## src/rtl/uvs_pkg.sv

```systemverilog
// Shared types, constants and helper functions of the UV sphere vertex generator.
// No dependencies; imported by the divider cell, the CORDIC cell and the top level.
package uvs_pkg;

	// Angle quotient width: angles up to two pi in unsigned Q3.30.
	localparam int QW = 33;

	localparam logic [32:0] PI_Q30         = 33'd3373259426;
	localparam logic [32:0] TWO_PI_Q30     = 33'd6746518852;
	localparam logic [32:0] HALF_PI_Q30    = 33'd1686629713;
	localparam logic [32:0] THREE_HALF_Q30 = 33'd5059889139;
	localparam logic [31:0] CORDIC_K_Q30   = 32'd652032874;

	// Configuration register indexes.
	localparam logic [1:0] REG_RADIUS   = 2'd0;
	localparam logic [1:0] REG_LONG_SEG = 2'd1;
	localparam logic [1:0] REG_LAT_SEG  = 2'd2;

	// Corner indices and triangle flags that travel beside the angle data.
	typedef struct packed {
		logic [16:0] corner_a;
		logic [16:0] corner_b;
		logic [16:0] corner_c;
		logic [16:0] corner_d;
		logic        upper;
		logic        lower;
	} side_t;

	// One rotation in flight: vector, residual angle and quadrant fold flag.
	typedef struct packed {
		logic signed [31:0] x;
		logic signed [31:0] y;
		logic signed [31:0] z;
		logic               neg;
	} rot_t;

	// Arctangent of 2^-i in Q30.
	function automatic logic [31:0] atan_q30(input int i);
		logic [31:0] r;
		begin
			case (i)
				0: r = 32'd843314857;
				1: r = 32'd497837829;
				2: r = 32'd263043837;
				3: r = 32'd133525159;
				4: r = 32'd67021687;
				5: r = 32'd33543516;
				6: r = 32'd16775851;
				7: r = 32'd8388437;
				8: r = 32'd4194283;
				9: r = 32'd2097149;
				10: r = 32'd1048576;
				11: r = 32'd524288;
				12: r = 32'd262144;
				13: r = 32'd131072;
				14: r = 32'd65536;
				15: r = 32'd32768;
				16: r = 32'd16384;
				17: r = 32'd8192;
				18: r = 32'd4096;
				19: r = 32'd2048;
				20: r = 32'd1024;
				21: r = 32'd512;
				22: r = 32'd256;
				23: r = 32'd128;
				default: r = 32'd0;
			endcase
			return r;
		end
	endfunction

	// Fold an angle in [0, 2pi] into [-pi/2, pi/2] and load the CORDIC start vector.
	function automatic rot_t rot_init(input logic [32:0] a);
		rot_t        r;
		logic [33:0] z;
		begin
			r.x   = CORDIC_K_Q30;
			r.y   = '0;
			r.neg = 1'b0;
			if (a <= HALF_PI_Q30) begin
				z = {1'b0, a};
			end else if (a < THREE_HALF_Q30) begin
				z     = {1'b0, a} - {1'b0, PI_Q30};
				r.neg = 1'b1;
			end else begin
				z = {1'b0, a} - {1'b0, TWO_PI_Q30};
			end
			r.z = z[31:0];
			return r;
		end
	endfunction

	// Clamp a normal component to plus or minus one in Q1.14.
	function automatic logic signed [15:0] clamp_unit(input logic signed [19:0] v);
		logic signed [15:0] r;
		begin
			if (v > 20'sd16384) begin
				r = 16'sd16384;
			end else if (v < -20'sd16384) begin
				r = -16'sd16384;
			end else begin
				r = v[15:0];
			end
			return r;
		end
	endfunction

endpackage

```

## src/rtl/uvs_div_cell.sv

```systemverilog
// One restoring divide step for the polar and azimuth angles, with its own request register.
// Depends on uvs_pkg for the quotient width and the side-band type.
module uvs_div_cell #(
	parameter int DW = 9
) (
	input  logic                 clk,
	input  logic                 arst_n,
	input  logic [DW-1:0]        seg_t,
	input  logic [DW-1:0]        seg_p,
	input  logic                 in_valid,
	output logic                 in_ready,
	input  logic [DW-1:0]        in_rem_t,
	input  logic [uvs_pkg::QW-1:0] in_nq_t,
	input  logic [DW-1:0]        in_rem_p,
	input  logic [uvs_pkg::QW-1:0] in_nq_p,
	input  uvs_pkg::side_t       in_side,
	output logic                 out_valid,
	input  logic                 out_ready,
	output logic [DW-1:0]        out_rem_t,
	output logic [uvs_pkg::QW-1:0] out_nq_t,
	output logic [DW-1:0]        out_rem_p,
	output logic [uvs_pkg::QW-1:0] out_nq_p,
	output uvs_pkg::side_t       out_side
);
	import uvs_pkg::*;

	logic          valid_q;
	logic [DW:0]   sh_t, sh_p;
	logic          ge_t, ge_p;
	logic [DW:0]   dif_t, dif_p;

	assign in_ready  = !valid_q || out_ready;
	assign out_valid = valid_q;

	// Shift in the next numerator bit and subtract the divisor where it fits.
	always_comb begin
		sh_t  = {in_rem_t, in_nq_t[QW-1]};
		sh_p  = {in_rem_p, in_nq_p[QW-1]};
		ge_t  = sh_t >= {1'b0, seg_t};
		ge_p  = sh_p >= {1'b0, seg_p};
		dif_t = ge_t ? sh_t - {1'b0, seg_t} : sh_t;
		dif_p = ge_p ? sh_p - {1'b0, seg_p} : sh_p;
	end

	always_ff @(posedge clk or negedge arst_n) begin
		if (!arst_n) begin
			valid_q <= 1'b0;
		end else if (in_ready) begin
			valid_q <= in_valid;
		end
	end

	always_ff @(posedge clk) begin
		if (in_ready && in_valid) begin
			out_rem_t <= dif_t[DW-1:0];
			out_rem_p <= dif_p[DW-1:0];
			out_nq_t  <= {in_nq_t[QW-2:0], ge_t};
			out_nq_p  <= {in_nq_p[QW-2:0], ge_p};
			out_side  <= in_side;
		end
	end

endmodule

```

## config.mk

```make
export PLATFORM = sky130hd
export DESIGN_NAME = uvs_div_cell
export DESIGN_NICKNAME = d
export VERILOG_FILES = /design/src/rtl/uvs_pkg.sv /design/src/rtl/uvs_div_cell.sv
export SDC_FILE = /design/constraint.sdc
export NUM_CORES = 1
export LEC_CHECK = 0
export BUFFER_PORTS_ARGS = -buffer_cell sky130_fd_sc_hd__buf_4
export CAP_MARGIN = 20
export CORE_AREA = 2 2 128 130
export CTS_CLUSTER_DIAMETER = 120
export DETAILED_ROUTE_END_ITERATION = 10
export DIE_AREA = 0 0 130 132
export GPL_TIMING_DRIVEN = 0
export PLACE_DENSITY = 0.68
export SETUP_SLACK_MARGIN = 0.1
export SYNTH_ARGS = -nofsm -noshare
export SYNTH_HDL_FRONTEND = slang
export SYNTH_SLANG_ARGS = --single-unit
```

## constraint.sdc

```tcl
create_clock -name clk -period 14.15 [get_ports clk]
set_clock_uncertainty 0.1 [all_clocks]
set_input_delay 2.1225 -clock clk [delete_from_list [all_inputs] [get_ports clk]]
set_output_delay 2.1225 -clock clk [all_outputs]
set_load 0.01 [all_outputs]
```

==> Flow_metrics.wiki <==
{| class="wikitable"
! Metric !! Value
|-
| Wirelength per Cell || around 18 µm
|-
| Synth Flop Type || edfxtp_1
|-
| Leakage || 3.93 nW
|-
| Fraction of layout cells with a size suffix above 1 || 57.4%
|-
| Top Metal Used || met4
|-
| Router iterations before antenna repair || 5
|-
| Endpoint of the worst register-to-register path || out_side[67]$_DFFE_PP_
|-
| Seq/Total Area, Yosys || roughly four fifths
|-
| #FFs+latches synth || 155
|-
| Clock Sinks || around 160
|-
| Final setup vio count || 0
|-
| Clock slew at reported path FFs || around 0.060 ns
|-
| Met1 wire length || ~5.6 mm
|-
| Critical Path Start Type || input port
|-
| Portion of the clock cycle consumed by the worst path in the final layout || 33.8%
|-
| Buffer levels on the longest clock path || 2
|-
| Clock latency on the worst-skew pair || around 0.4 ns
|-
| Die outline width || ~130 µm
|-
| Total CTS buffers || 17
|-
| Setup repair after global routing missed its margin || false
|-
| Count of hold-fix buffers inserted at cts || 0
|-
| Crit path arrival time || 2.56 ns
|-
| Post-route DRC violation count || 0
|-
| Design area || about 0.009 mm²
|-
| Post-Syn Area || 0.00571 mm²
|-
| Effective utilization at floorplan || a little over a third
|-
| Area of combinational cells with multiple inputs || roughly 960 µm²
|-
| Core Util, Final || approximately 58%
|-
| Number of antenna-violating nets in the routed design || 0
|-
| Number of placed cells counting well taps || ~850
|-
| Slew @ Worst Pin || roughly 0.52 ns
|-
| Gr usage total || 18.3%
|-
| Layout area overhead || 60.1%
|-
| Power per cell area || around 130 mW/mm²
|-
| WS Path Type || in -> out
|-
| Worst-case setup margin in the final layout || between 9 and 10 ns
|-
| Outcome || completed
|-
| Sequential cell area in the final layout || 0.00465 mm²
|-
| Maxcap violations || 0
|-
| Post-cts gate resize count || 0
|-
| Most used cells in the layout excluding fill and tap cells || 332 x buf_4, 154 x edfxtp_1, 24 x inv_1, 18 x ha_1, 17 x clkbuf_16
|-
| Site Rows || 46
|-
| Number of antenna violations at the first check in global routing || 0
|-
| Most frequent standard cell in the layout excluding fill and tap cells || buf_4
|-
| Number of slew-limit violations in the final report || 0
|-
| Worst hold-check path type || reg -> reg
|-
| Post-synthesis cell type count || just over 40
|-
| Worst hold path depth || 2
|-
| Number of H-tree levels || 4
|-
| Power after layout || 1.18 mW
|-
| Setup Buffers After CTS || 0
|-
| Area share of the largest cell type after synthesis || between 80% and 90%
|-
| Reg2Reg Setup Slack || 12.27 ns
|-
| Detailed route wirelength on metal3 || roughly 1.5 mm
|-
| DR vias/cell || about 4.5
|-
| Setup total negative slack || 0 ns
|-
| Post-layout net count || between 800 and 900
|-
| Data required time at the worst endpoint || 11.93 ns
|-
| Synth async-reset ratio || less than 1%
|-
| TritonCTS clock tree || yes
|-
| Top post-synthesis cells by area || edfxtp_1 81%, ha_1 3.9%, inv_1 1.6%
|-
| Final hold violation count || 0
|-
| Diode count || 0
|-
| Die Footprint || about 0.017 mm²
|-
| Total grt overflow || 0
|-
| Cell taking the most area after synthesis || edfxtp_1
|-
| Via count of the first global-routing pass || a little over 4000
|-
| Worst slew margin || between 60 and 70%
|-
| Reg2Reg Launch Point || out_valid$_DFFE_PN0N_
|-
| Overall die height || between 100 and 150 µm
|-
| Filler-free cell count of the finished design || around 880
|-
| Average size of a mapped cell || approximately 19 µm²
|-
| Endpoint class of the critical path || output port
|-
| Number of enable flip-flop cells after synthesis || ~150
|-
| Final hold slack || around 0.51 ns
|-
| R2r worst-path depth || 3
|-
| Placement Setup Slack || ~9.4 ns
|-
| Highest net fanout along the worst path || 3
|-
| Core region area || 0.0157 mm²
|-
| Hpwl dp || between 10 and 15 mm
|-
| Count of vias placed by the detailed router || 3987
|-
| Yosys warnings || 0
|-
| Worst vdd rail ir drop || approximately 0.072 mV
|-
| Maximum number of pins on one net before global-route repair || 64
|-
| Boundary Pins || around 330
|-
| First DRT Iteration DRCs || approximately 210
|-
| Minimum clock period after layout || ~4.8 ns
|-
| Detail Route met2 WL || 8.27 mm
|-
| Root Driver || clkbuf_16
|-
| Hold Crit Endpoint || out_valid$_DFFE_PN0N_
|-
| Global-route wire length before repair || roughly 23 mm
|-
| Launch instance of the worst min-delay path || out_valid$_DFFE_PN0N_
|-
| Cell count after synthesis || 300
|-
| Max Fclk || ~210 MHz
|-
| Final-layout fill cell count || 1254
|-
| Global placer's final weighted congestion || ~0.85
|-
| Post-Syn Nets || approximately 500
|-
| Number of input and output port buffers inserted || between 300 and 400
|-
| Wirelength, routed || around 16 mm
|-
| Total placed instance area || roughly 0.0085 mm²
|}
cells by family after synthesis:
group                      after synthesis  share of synthesized area (%)
xor gates and xnor gates                10                           1.53
and+or+nand+nor                         34                           2.87
buffers and inverters                   26                           1.78
DFF                                    155                           81.5
adders and majority gates               20                           4.65
AOI/OAI and AO/OA                       45                           5.70
muxes                                   10                           2.02
registers in the layout, indices dropped and copies added, names as in the netlist:
register / count
out_valid: 1
out_nq_p: 33
out_side: 70
out_rem_t: 9
out_nq_t: 33
out_rem_p: 9
cells in the mapped netlist, types with 2 or more instances:
library cell and count:
o21ai_0 8, a21oi_2 2, nand2_1 13, nor2_1 9, a211oi_1 4, nand2b_1 6
inv_1 24, o31ai_1 3, a21o_1 3, edfxtp_1 154, mux2_2 8, xor2_1 3
xnor2_1 7, a21oi_1 9, ha_1 18, o211ai_1 2, o21a_1 2, fa_1 2
worst max-delay path, cell delays in order:
cell,delay (ns)
buf_4,0.11
nand2b_1,0.17
buf_4,0.16
metal layers:
layer / track usage, % / up-vias
met5: 0 / -
met4: 8.12 / 0
met3: 6.57 / 28
met2: 31.8 / 214
met1: 19.7 / 1880
li1: - / 1865
cell type report:
| class | instances | area share, % |
|---|---|---|
| sequential | 155 | 50.9 |
| timing repair buffer | 333 | 27.8 |
| multi-input combinational | 119 | 10.5 |
| clock buffer | 20 | 5.00 |
| tap | 216 | 2.96 |
| clock inverter | 12 | 1.78 |
| inverter | 25 | 1.03 |
| buffer | 1 | 0.0821 |
power by group:
part / leakage (nW) / switching [mW] / total (mW) / internal [mW]
sequential: 1.48 / 0.00775 / 0.549 / 0.541
combinational: 2.15 / 0.0720 / 0.157 / 0.0851
clock: 0.303 / 0.181 / 0.471 / 0.290
how the worst max path moves through the flow:
stage / from / to
after floorplan: out_ready / out_nq_p[0]$_DFFE_PP_
after global placement: out_ready / out_rem_t[5]$_DFFE_PP_
after detailed placement: out_ready / in_ready
after CTS: out_ready / in_ready
after global routing: out_ready / in_ready
final: out_ready / in_ready
No activity file was read; power rests on OpenSTA's default activity.
